`config.mk`:
```
export PLATFORM = sky130hd
export DESIGN_NAME = multichannel_biquad_lowpass_envelope
export DESIGN_NICKNAME = d
export VERILOG_FILES = /design/src/sv/mbqlpe_pkg.sv /design/src/sv/multichannel_biquad_lowpass_envelope.sv
export SDC_FILE = /design/constraint.sdc
export NUM_CORES = 2
export LEC_CHECK = 0
export BUFFER_PORTS_ARGS = -buffer_cell sky130_fd_sc_hd__buf_2
export CORE_ASPECT_RATIO = 1.25
export CORE_MARGIN = 2
export CORE_UTILIZATION = 58
export DETAILED_ROUTE_END_ITERATION = 10
export PLACE_DENSITY = 0.77
export SETUP_SLACK_MARGIN = 0.1
export SYNTH_ARGS = -nofsm -noshare
export SYNTH_HDL_FRONTEND = slang
export SYNTH_SLANG_ARGS = --single-unit
```
`constraint.sdc`:
```
create_clock -name i_clk -period 8.6 [get_ports i_clk]
set_input_delay 0.86 -clock i_clk [delete_from_list [all_inputs] [get_ports i_clk]]
set_output_delay 0.86 -clock i_clk [all_outputs]
set_load 0.02 [all_outputs]
```
`src/sv/mbqlpe_pkg.sv`:
```
// Package of the multichannel biquad low-pass envelope block.
// Holds the sequencer states, register indexes, reset values and the history row type.
// Depends on nothing; used by multichannel_biquad_lowpass_envelope.
package mbqlpe_pkg;

    // Default number of filter channels that keep history.
    localparam int CHANNELS_DEF = 32;

    // Field widths.
    localparam int CH_W    = 5;
    localparam int RAW_W   = 16;
    localparam int COEF_W  = 32;
    localparam int X_W     = 16;
    localparam int Y_W     = 20;
    localparam int AMP_W   = 16;
    localparam int CFG_I_W = 3;
    localparam int CFG_D_W = 32;

    // Configuration register indexes.
    localparam logic [CFG_I_W-1:0] REG_COEF_B0    = 3'd0;
    localparam logic [CFG_I_W-1:0] REG_COEF_B1    = 3'd1;
    localparam logic [CFG_I_W-1:0] REG_COEF_B2    = 3'd2;
    localparam logic [CFG_I_W-1:0] REG_COEF_A1    = 3'd3;
    localparam logic [CFG_I_W-1:0] REG_COEF_A2    = 3'd4;
    localparam logic [CFG_I_W-1:0] REG_RANGE_LOW  = 3'd5;
    localparam logic [CFG_I_W-1:0] REG_RANGE_HIGH = 3'd6;

    // Register reset values.
    localparam logic signed [COEF_W-1:0] RST_COEF_B0    = 32'sd13555;
    localparam logic signed [COEF_W-1:0] RST_COEF_B1    = 32'sd27110;
    localparam logic signed [COEF_W-1:0] RST_COEF_B2    = 32'sd13555;
    localparam logic signed [COEF_W-1:0] RST_COEF_A1    = -32'sd2136665699;
    localparam logic signed [COEF_W-1:0] RST_COEF_A2    = 32'sd1062978206;
    localparam logic [RAW_W-1:0]         RST_RANGE_LOW  = 16'd200;
    localparam logic [RAW_W-1:0]         RST_RANGE_HIGH = 16'd2000;

    // Normalized value that stands for 1.0.
    localparam logic [X_W-1:0] X_ONE = 16'h8000;

    // Multiply-accumulate taps, one per sequencer step.
    localparam logic [3:0] TAP_B0   = 4'd0;
    localparam logic [3:0] TAP_B1   = 4'd1;
    localparam logic [3:0] TAP_B2   = 4'd2;
    localparam logic [3:0] TAP_A1   = 4'd3;
    localparam logic [3:0] TAP_A2   = 4'd4;
    localparam logic [3:0] TAP_LAST = 4'd5;

    // Last step of the bit-serial divider.
    localparam logic [3:0] DIV_LAST = 4'd15;

    typedef enum logic [2:0] {
        ST_IDLE,
        ST_NORM,
        ST_DIV,
        ST_MAC,
        ST_ROUND,
        ST_AMP,
        ST_FIN
    } t_state;

    // One channel's history: newest input, older input, newest output, older output.
    typedef struct packed {
        logic [X_W-1:0]        x1;
        logic [X_W-1:0]        x2;
        logic signed [Y_W-1:0] y1;
        logic signed [Y_W-1:0] y2;
    } t_hist_row;

endpackage

```
`src/sv/multichannel_biquad_lowpass_envelope.sv`:
```
// Top level of the multichannel biquad low-pass envelope block.
// Normalizer, divider, shared multiplier, history memory and output register.
// Depends on mbqlpe_pkg.
//
// Usage: a request on the input channel (i_in_valid, o_in_stall) carries a channel
// number and a raw pad reading. The reading is mapped from the configured range to
// Q1.15 and clamped, then filtered by that channel's direct-form-I biquad. Each
// request yields one result request on the output channel (o_out_valid, i_out_stall)
// with the channel number, the filtered value in Q4.15 and the amplitude y*y/4.
// Coefficients and range limits are written through the configuration channel, which is
// always ready; writes are to be made only while the block is idle; it does not check this.
//
// Timing: one request at a time goes through a small sequencer. A reading strictly
// inside the range takes the restoring divider (one quotient bit per cycle);
// readings at or outside the range skip it. Five filter taps then share one
// 32x21 multiplier, followed by rounding, the squaring pass on the same multiplier
// and the output load. The result appears in the cycle the block is ready again.
// Reset clears the filter history of all channels at once through per-channel valid
// bits and restores the register defaults. A stalled result is held in the output
// register; the next request is accepted and worked on, and waits only at its
// output load until the register is taken.
module multichannel_biquad_lowpass_envelope #(
    parameter int CHANNELS = mbqlpe_pkg::CHANNELS_DEF
) (
    input  logic                                   i_clk,
    input  logic                                   i_rst_n,
    // Input channel.
    input  logic                                   i_in_valid,
    output logic                                   o_in_stall,
    input  logic [mbqlpe_pkg::CH_W-1:0]            i_in_channel,
    input  logic [mbqlpe_pkg::RAW_W-1:0]           i_in_raw_reading,
    // Output channel.
    output logic                                   o_out_valid,
    input  logic                                   i_out_stall,
    output logic [mbqlpe_pkg::CH_W-1:0]            o_out_channel,
    output logic signed [mbqlpe_pkg::Y_W-1:0]      o_filtered,
    output logic [mbqlpe_pkg::AMP_W-1:0]           o_amplitude,
    // Configuration write channel.
    input  logic                                   i_cfg_valid,
    output logic                                   o_cfg_ready,
    input  logic [mbqlpe_pkg::CFG_I_W-1:0]         i_cfg_index,
    input  logic [mbqlpe_pkg::CFG_D_W-1:0]         i_cfg_data
);

    localparam int AW = (CHANNELS > 1) ? $clog2(CHANNELS) : 1;
    localparam int ACC_W = 57;
    localparam int PROD_W = 53;

    // Configuration registers.
    logic signed [31:0] r_coef_b0, r_coef_b1, r_coef_b2, r_coef_a1, r_coef_a2;
    logic [15:0]        r_range_low, r_range_high;

    // Sequencer.
    mbqlpe_pkg::t_state r_state, n_state;
    logic [3:0]         r_step;

    // Request under work.
    logic [4:0]         r_ch;
    logic [15:0]        r_raw;
    logic [AW-1:0]      r_addr;
    logic               r_ch_ok;
    logic               r_hist_ok;

    // History memory and per-channel valid bits.
    mbqlpe_pkg::t_hist_row r_hist [CHANNELS];
    logic [CHANNELS-1:0]   r_row_vld;
    mbqlpe_pkg::t_hist_row r_rd_row;
    mbqlpe_pkg::t_hist_row hist;

    // Datapath.
    logic [15:0]               r_x;
    logic [15:0]               r_rem;
    logic [15:0]               r_num;
    logic [15:0]               r_span;
    logic signed [PROD_W-1:0]  r_prod;
    logic                      r_prod_neg;
    logic signed [ACC_W-1:0]   r_acc;
    logic signed [19:0]        r_y;

    // Output register.
    logic               r_out_valid;
    logic [4:0]         r_out_channel;
    logic signed [19:0] r_out_filtered;
    logic [15:0]        r_out_amp;

    logic               in_accept;
    logic               out_free;
    logic [8:0]         ch_ext;
    logic [AW-1:0]      ch_addr;
    logic               ch_ok;
    logic               acc_step;

    logic [15:0]        diff;
    logic [15:0]        span;
    logic [30:0]        num;
    logic [16:0]        trial;
    logic               q_bit;

    logic signed [31:0]       mul_a;
    logic signed [20:0]       mul_b;
    logic signed [PROD_W-1:0] mul_p;
    logic signed [ACC_W-1:0]  prod_ext;
    logic signed [ACC_W-1:0]  acc_base;

    logic signed [ACC_W-1:0]  rnd_sum;
    logic signed [26:0]       rnd_q;
    logic signed [19:0]       y_sat;

    logic [38:0]        amp_sum;
    logic [21:0]        amp_q;
    logic [15:0]        amp_sat;

    // Handshakes.
    assign o_cfg_ready = 1'b1;
    assign in_accept   = i_in_valid && !o_in_stall;
    assign out_free    = !r_out_valid || !i_out_stall;

    // Channel decode: channels beyond the store run on zero history and leave it alone.
    assign ch_ext  = {4'b0, i_in_channel};
    assign ch_addr = ch_ext[AW-1:0];
    assign ch_ok   = (ch_ext < 9'(CHANNELS));

    // History of the current request; a channel never written since reset reads as zero.
    assign hist = r_hist_ok ? r_rd_row : '0;

    // Normalizer front end: offset, span and the rounded numerator of the division.
    assign diff = r_raw - r_range_low;
    assign span = r_range_high - r_range_low;
    assign num  = {diff, 15'b0} + {16'b0, span[15:1]};

    // One restoring division step.
    assign trial = {r_rem, r_num[15]};
    assign q_bit = (trial >= {1'b0, r_span});

    // Shared multiplier operand selection. The squaring operands stay selected while
    // the result waits for the output register, so the product register holds y*y.
    always_comb begin
        mul_a = r_coef_b0;
        mul_b = {5'b0, r_x};
        if (r_state == mbqlpe_pkg::ST_AMP || r_state == mbqlpe_pkg::ST_FIN) begin
            mul_a = {{12{r_y[19]}}, r_y};
            mul_b = {r_y[19], r_y};
        end else begin
            case (r_step)
                mbqlpe_pkg::TAP_B0: begin
                    mul_a = r_coef_b0;
                    mul_b = {5'b0, r_x};
                end
                mbqlpe_pkg::TAP_B1: begin
                    mul_a = r_coef_b1;
                    mul_b = {5'b0, hist.x1};
                end
                mbqlpe_pkg::TAP_B2: begin
                    mul_a = r_coef_b2;
                    mul_b = {5'b0, hist.x2};
                end
                mbqlpe_pkg::TAP_A1: begin
                    mul_a = r_coef_a1;
                    mul_b = {hist.y1[19], hist.y1};
                end
                mbqlpe_pkg::TAP_A2: begin
                    mul_a = r_coef_a2;
                    mul_b = {hist.y2[19], hist.y2};
                end
                default: begin
                    mul_a = r_coef_b0;
                    mul_b = {5'b0, r_x};
                end
            endcase
        end
    end

    assign mul_p = mul_a * mul_b;

    // Accumulator input: the registered product, negated for the feedback taps.
    assign prod_ext = {{(ACC_W-PROD_W){r_prod[PROD_W-1]}}, r_prod};
    assign acc_base = (r_step == mbqlpe_pkg::TAP_B1) ? '0 : r_acc;
    assign acc_step = (r_state == mbqlpe_pkg::ST_MAC) && (r_step != mbqlpe_pkg::TAP_B0);

    // Round Q.45 to Q.15 with halves up, then saturate to 20 bits.
    assign rnd_sum = r_acc + 57'sd536870912;
    assign rnd_q   = rnd_sum[56:30];
    always_comb begin
        if (rnd_q > 27'sd524287) begin
            y_sat = 20'sd524287;
        end else if (rnd_q < -27'sd524288) begin
            y_sat = -20'sd524288;
        end else begin
            y_sat = rnd_q[19:0];
        end
    end

    // Amplitude: round y*y from Q.30 to Q.15 with a divide by four, saturate.
    assign amp_sum = r_prod[38:0] + 39'd65536;
    assign amp_q   = amp_sum[38:17];
    assign amp_sat = (|amp_q[21:16]) ? 16'hFFFF : amp_q[15:0];

    // Next state and stall.
    always_comb begin
        n_state    = r_state;
        o_in_stall = 1'b1;
        case (r_state)
            mbqlpe_pkg::ST_IDLE: begin
                o_in_stall = 1'b0;
                if (i_in_valid) begin
                    n_state = mbqlpe_pkg::ST_NORM;
                end
            end
            mbqlpe_pkg::ST_NORM: begin
                if (r_raw <= r_range_low || r_raw >= r_range_high) begin
                    n_state = mbqlpe_pkg::ST_MAC;
                end else begin
                    n_state = mbqlpe_pkg::ST_DIV;
                end
            end
            mbqlpe_pkg::ST_DIV: begin
                if (r_step == mbqlpe_pkg::DIV_LAST) begin
                    n_state = mbqlpe_pkg::ST_MAC;
                end
            end
            mbqlpe_pkg::ST_MAC: begin
                if (r_step == mbqlpe_pkg::TAP_LAST) begin
                    n_state = mbqlpe_pkg::ST_ROUND;
                end
            end
            mbqlpe_pkg::ST_ROUND: begin
                n_state = mbqlpe_pkg::ST_AMP;
            end
            mbqlpe_pkg::ST_AMP: begin
                n_state = mbqlpe_pkg::ST_FIN;
            end
            mbqlpe_pkg::ST_FIN: begin
                if (out_free) begin
                    n_state = mbqlpe_pkg::ST_IDLE;
                end
            end
            default: begin
                n_state = mbqlpe_pkg::ST_IDLE;
            end
        endcase
    end

    always_ff @(posedge i_clk) begin
        if (!i_rst_n) begin
            r_state <= mbqlpe_pkg::ST_IDLE;
        end else begin
            r_state <= n_state;
        end
    end

    // Step counter: divider bits and multiplier taps.
    always_ff @(posedge i_clk) begin
        if (!i_rst_n) begin
            r_step <= '0;
        end else if (r_state != n_state) begin
            r_step <= '0;
        end else if (r_state == mbqlpe_pkg::ST_DIV || r_state == mbqlpe_pkg::ST_MAC) begin
            r_step <= r_step + 4'd1;
        end
    end

    // Configuration registers.
    always_ff @(posedge i_clk) begin
        if (!i_rst_n) begin
            r_coef_b0    <= mbqlpe_pkg::RST_COEF_B0;
            r_coef_b1    <= mbqlpe_pkg::RST_COEF_B1;
            r_coef_b2    <= mbqlpe_pkg::RST_COEF_B2;
            r_coef_a1    <= mbqlpe_pkg::RST_COEF_A1;
            r_coef_a2    <= mbqlpe_pkg::RST_COEF_A2;
            r_range_low  <= mbqlpe_pkg::RST_RANGE_LOW;
            r_range_high <= mbqlpe_pkg::RST_RANGE_HIGH;
        end else if (i_cfg_valid && o_cfg_ready) begin
            case (i_cfg_index)
                mbqlpe_pkg::REG_COEF_B0:    r_coef_b0    <= i_cfg_data;
                mbqlpe_pkg::REG_COEF_B1:    r_coef_b1    <= i_cfg_data;
                mbqlpe_pkg::REG_COEF_B2:    r_coef_b2    <= i_cfg_data;
                mbqlpe_pkg::REG_COEF_A1:    r_coef_a1    <= i_cfg_data;
                mbqlpe_pkg::REG_COEF_A2:    r_coef_a2    <= i_cfg_data;
                mbqlpe_pkg::REG_RANGE_LOW:  r_range_low  <= i_cfg_data[15:0];
                mbqlpe_pkg::REG_RANGE_HIGH: r_range_high <= i_cfg_data[15:0];
                default: begin
                end
            endcase
        end
    end

    // Request capture and history read; the row arrives in the cycle after acceptance.
    always_ff @(posedge i_clk) begin
        if (in_accept) begin
            r_ch      <= i_in_channel;
            r_raw     <= i_in_raw_reading;
            r_addr    <= ch_addr;
            r_ch_ok   <= ch_ok;
            r_hist_ok <= ch_ok ? r_row_vld[ch_addr] : 1'b0;
            r_rd_row  <= r_hist[ch_addr];
        end
    end

    // History write once the output sample is known.
    always_ff @(posedge i_clk) begin
        if (r_state == mbqlpe_pkg::ST_ROUND && r_ch_ok) begin
            r_hist[r_addr] <= '{x1: r_x, x2: hist.x1, y1: y_sat, y2: hist.y1};
        end
    end

    always_ff @(posedge i_clk) begin
        if (!i_rst_n) begin
            r_row_vld <= '0;
        end else if (r_state == mbqlpe_pkg::ST_ROUND && r_ch_ok) begin
            r_row_vld[r_addr] <= 1'b1;
        end
    end

    // Normalizer and divider.
    always_ff @(posedge i_clk) begin
        case (r_state)
            mbqlpe_pkg::ST_NORM: begin
                if (r_raw <= r_range_low) begin
                    r_x <= '0;
                end else if (r_raw >= r_range_high) begin
                    r_x <= mbqlpe_pkg::X_ONE;
                end else begin
                    r_x <= '0;
                end
                r_span <= span;
                r_rem  <= {1'b0, num[30:16]};
                r_num  <= num[15:0];
            end
            mbqlpe_pkg::ST_DIV: begin
                r_rem <= q_bit ? 16'(trial - {1'b0, r_span}) : trial[15:0];
                r_num <= {r_num[14:0], 1'b0};
                r_x   <= {r_x[14:0], q_bit};
            end
            default: begin
            end
        endcase
    end

    // Shared multiplier with its product register, and the accumulator.
    always_ff @(posedge i_clk) begin
        r_prod     <= mul_p;
        r_prod_neg <= (r_step == mbqlpe_pkg::TAP_A1) || (r_step == mbqlpe_pkg::TAP_A2);
        if (acc_step) begin
            r_acc <= r_prod_neg ? (acc_base - prod_ext) : (acc_base + prod_ext);
        end
        if (r_state == mbqlpe_pkg::ST_ROUND) begin
            r_y <= y_sat;
        end
    end

    // Output register.
    always_ff @(posedge i_clk) begin
        if (!i_rst_n) begin
            r_out_valid <= 1'b0;
        end else if (r_state == mbqlpe_pkg::ST_FIN && out_free) begin
            r_out_valid <= 1'b1;
        end else if (!i_out_stall) begin
            r_out_valid <= 1'b0;
        end
    end

    always_ff @(posedge i_clk) begin
        if (r_state == mbqlpe_pkg::ST_FIN && out_free) begin
            r_out_channel  <= r_ch;
            r_out_filtered <= r_y;
            r_out_amp      <= amp_sat;
        end
    end

    assign o_out_valid   = r_out_valid;
    assign o_out_channel = r_out_channel;
    assign o_filtered    = r_out_filtered;
    assign o_amplitude   = r_out_amp;

endmodule

```
==> out/metrics.yaml <==
fin_util_pct: 66.8
grt_max_degree: 158
critPathMaxFanout: 11
final_cells: 13200
avgSynthCellArea_um2: 15.3
critPathRequiredTime_ns: 9.31
critPathSlowestCell: "a221oi_4"
cts_buffers: 278
dieArea_um2: 244000
ys.flop_type: "edfxtp_1"
synth.distinct_cells: 91
htree_levels: 5
crit_arrival_ns: 9.17
hold_violations: 0
ios: 105
power_density_nw_per_um2: 316
cap_violations: 0
ir_worst_vdd_mv: 0.954
reg2reg_from: "r_hist_ok"
post_drt_wl_per_cell_um: 33.7
firstDrtPassIters: 6
clkTransAtPathRegs_ns: 0.06
cpMostUsedCell: "fa_1"
tightest_slew_ns: 1.42
hold_path_end: "r_raw[5]"
grt_setup_unrepaired: "true"
setup_viol: 0
ys_seq_area_share_pct: 59.7
ant_nets: 0
syn_nets: 10100
grt_pass1_vias: 88900
start_util_pct: 58.2
cts_tree: "done"
nets: 10800
finClkSkew_ns: 0.0990
rr_worst_depth: 31
cp_slowest_stage_delay_ns: 0.59
die_h_um: 552
antenna_found_initial: 18
hp-start: "i_in_raw_reading[5]"
area_growth_pct: 14.8
fillCellCount: 15500
place_ws_ns: -0.749
power.leakage_nw: 58.6
period_share_pct: 98.4
placed_cells: 12600
syn_inst: 9075
min_period_ns: 8.46
status: "complete, no violations"
grtUsageTotal_pct: 36.0
reg2reg_slack_ns: 0.14
drive_gt1_share_pct: 24.6
core-area_um2: 239000
wl_mm: 444
fmax_mhz: 118
worstSetupPathType: "register to register"
chipWidth_um: 442
dp_hpwl_mm: 257
grt_pass1_wl_mm: 627
synth-edff-count: 2580
start_kind: "register"
slew_headroom_pct: 5.10
rows: 201
setup_ws_ns: 0.140
root_buffer: "clkbuf_16"
via_count: 87600
synth.cell_area_um2: 139000
gp_congestion: 1.04
drc: 0
r2r_end: "r_prod[49]"
hp-class: "input pin to register"
min_delay_path_depth: 1
ys_ff_latch: 2866
portBuffers: 103
slew_violations: 0
cp-end-kind: "register"
critical_path.startpoint: "r_hist_ok"
cts_sinks: 2866
async_flop_share_pct: 0
viasPerCell: 6.66
clockBufferDepth: 4
yosys_warnings: 0
grt-ovfl-total: 0
drt-initial-drc-count: 12600
clk_latency_ns: 0.90
-- synthesized netlist by cell type (14+ instances only) --
master    number  area [µm²]
edfxtp_1    2580       77500
nand2_1     1012        3800
inv_1        896        3360
mux4_2       730       16400
fa_1         672       13500
nor2_1       463        1740
clkbuf_1     304        1140
dfxtp_1      286        5730
ha_1         260        3250
a21oi_1      205        1030
xnor2_1      161        1410
and2_1       149         932
nand3_1      147         736
a21boi_0     132         991
o21ai_0      132         661
a21o_1        80         601
mux2_2        79         890
buf_2         70         350
xor2_1        70         613
o21a_1        63         473
buf_1         57         214
nor3_1        44         220
nand4_1       36         225
nor2b_1       32         200
a31oi_1       31         194
o211ai_1      30         225
a222oi_1      28         280
nand2b_1      28         175
a22oi_1       26         195
a221oi_1      23         201
and3_1        21         131
o21ai_1       19        95.1
o21bai_1      19         143
a211oi_1      14         105
and4_1        14         123
or3_1         14        87.6
-- layout make-up --
| cell class | count | area, µm² | share of cell area (%) |
|---|---|---|---|
| sequential | 2866 | 83200 | 52.0 |
| multi-input combinational | 4876 | 52800 | 33.0 |
| timing repair buffer | 869 | 7510 | 4.70 |
| clock buffer | 343 | 7490 | 4.69 |
| tap | 3146 | 3940 | 2.46 |
| inverter | 897 | 3380 | 2.11 |
| clock inverter | 143 | 1480 | 0.924 |
| antenna | 17 | 42.5 | 0.0266 |
-- worst max-delay path, delay by kind of cell (launching register included) --
family                     cells  cell delay [ns]
and+or+nand+nor                3             0.77
buffers and inverters          9             1.18
xor gates and xnor gates       1             0.10
adders and majority gates      8             3.30
AOI/OAI and AO/OA             10             2.50
DFF                            1             0.43
-- state kept, by name, summed over array words and instances (netlist names), 20 cells and up --
signal / count
r_acc: 57
r_y: 20
r_coef_b1: 32
r_coef_b0: 32
r_coef_a2: 32
r_rd_row: 72
r_prod: 53
r_coef_a1: 32
r_hist: 2304
o_filtered: 20
r_row_vld: 32
r_coef_b2: 32
-- worst max path at each step --
| stage | end | cells past startpoint |
|---|---|---|
| after detailed placement | r_prod[49] | 31 |
| after global routing | r_prod[49] | 35 |
| after global placement | r_prod[47] | 34 |
| final | r_prod[49] | 31 |
| after CTS | r_prod[51] | 35 |
| after floorplan | r_prod[50] | 34 |
-- power breakdown --
group          switching (mW)  leakage, nW  internal, mW
Combinational            11.9         28.5          10.2
Clock                    5.42         4.39          7.01
Sequential              0.285         25.8          15.8
Total                    17.6         58.6          32.9
-- cell usage in the layout (no fill, tap or decap), types with 54 or more instances in the layout --
cell / netlist / routed
nand2_1: 1012 / 988
nor2_1: 463 / 397
dfxtp_1: 286 / 283
a21oi_1: 205 / 186
mux4_2: 730 / 730
buf_12: 0 / 65
fa_1: 672 / 650
clkinv_2: 0 / 54
ha_1: 260 / 240
clkbuf_16: 0 / 296
edfxtp_1: 2580 / 2580
buf_4: 4 / 638
inv_1: 896 / 878
a21boi_0: 132 / 131
o21ai_0: 132 / 98
buf_2: 70 / 97
nand3_1: 147 / 128
a21o_1: 80 / 79
xnor2_1: 161 / 159
xor2_1: 70 / 69
mux2_2: 79 / 79
and2_1: 149 / 134
-- cells by family (layout without fill, tap and decap cells) --
| group | after synthesis | in the layout | synth area share [%] |
|---|---|---|---|
| flops | 2866 | 2866 | 59.7 |
| simple gates | 2011 | 2011 | 6.29 |
| buf+inv | 1333 | 2252 | 3.67 |
| fa+ha+maj | 932 | 932 | 12.0 |
| compound gates | 882 | 882 | 4.31 |
| mux | 819 | 819 | 12.5 |
| xor+xnor | 231 | 231 | 1.45 |
| other cells | 1 | 18 | 0.00269 |
-- metrics by stage --
stage                     hold WS (ns)  cell area [µm²]  setup TNS, ns  power, mW
after detailed placement         0.450           148000          -8.79       35.8
final                            0.135           160000              0       50.5
after global placement           0.441           148000          -7.11       35.6
after floorplan                  0.427           139000              0       27.4
after CTS                       0.0828           158000              0       48.3
after global routing             0.119           160000         -0.228       53.1
-- layer usage --
| metal | global-route usage, % | wire length [µm] |
|---|---|---|
| met2 | 60.0 | 217000 |
| met5 | 0 | 84 |
| met4 | 23.8 | 36900 |
| met1 | 43.4 | 143000 |
| met3 | 6.52 | 46800 |
-- what timing repair did --
action,in CTS,in global routing
hold buffers,0,0
setup buffers,5,56
setup endpoints to repair,28,28
resized for setup,85,310
cloned,1,7
pin swaps,15,164
(Power assumes the default switching activity.)
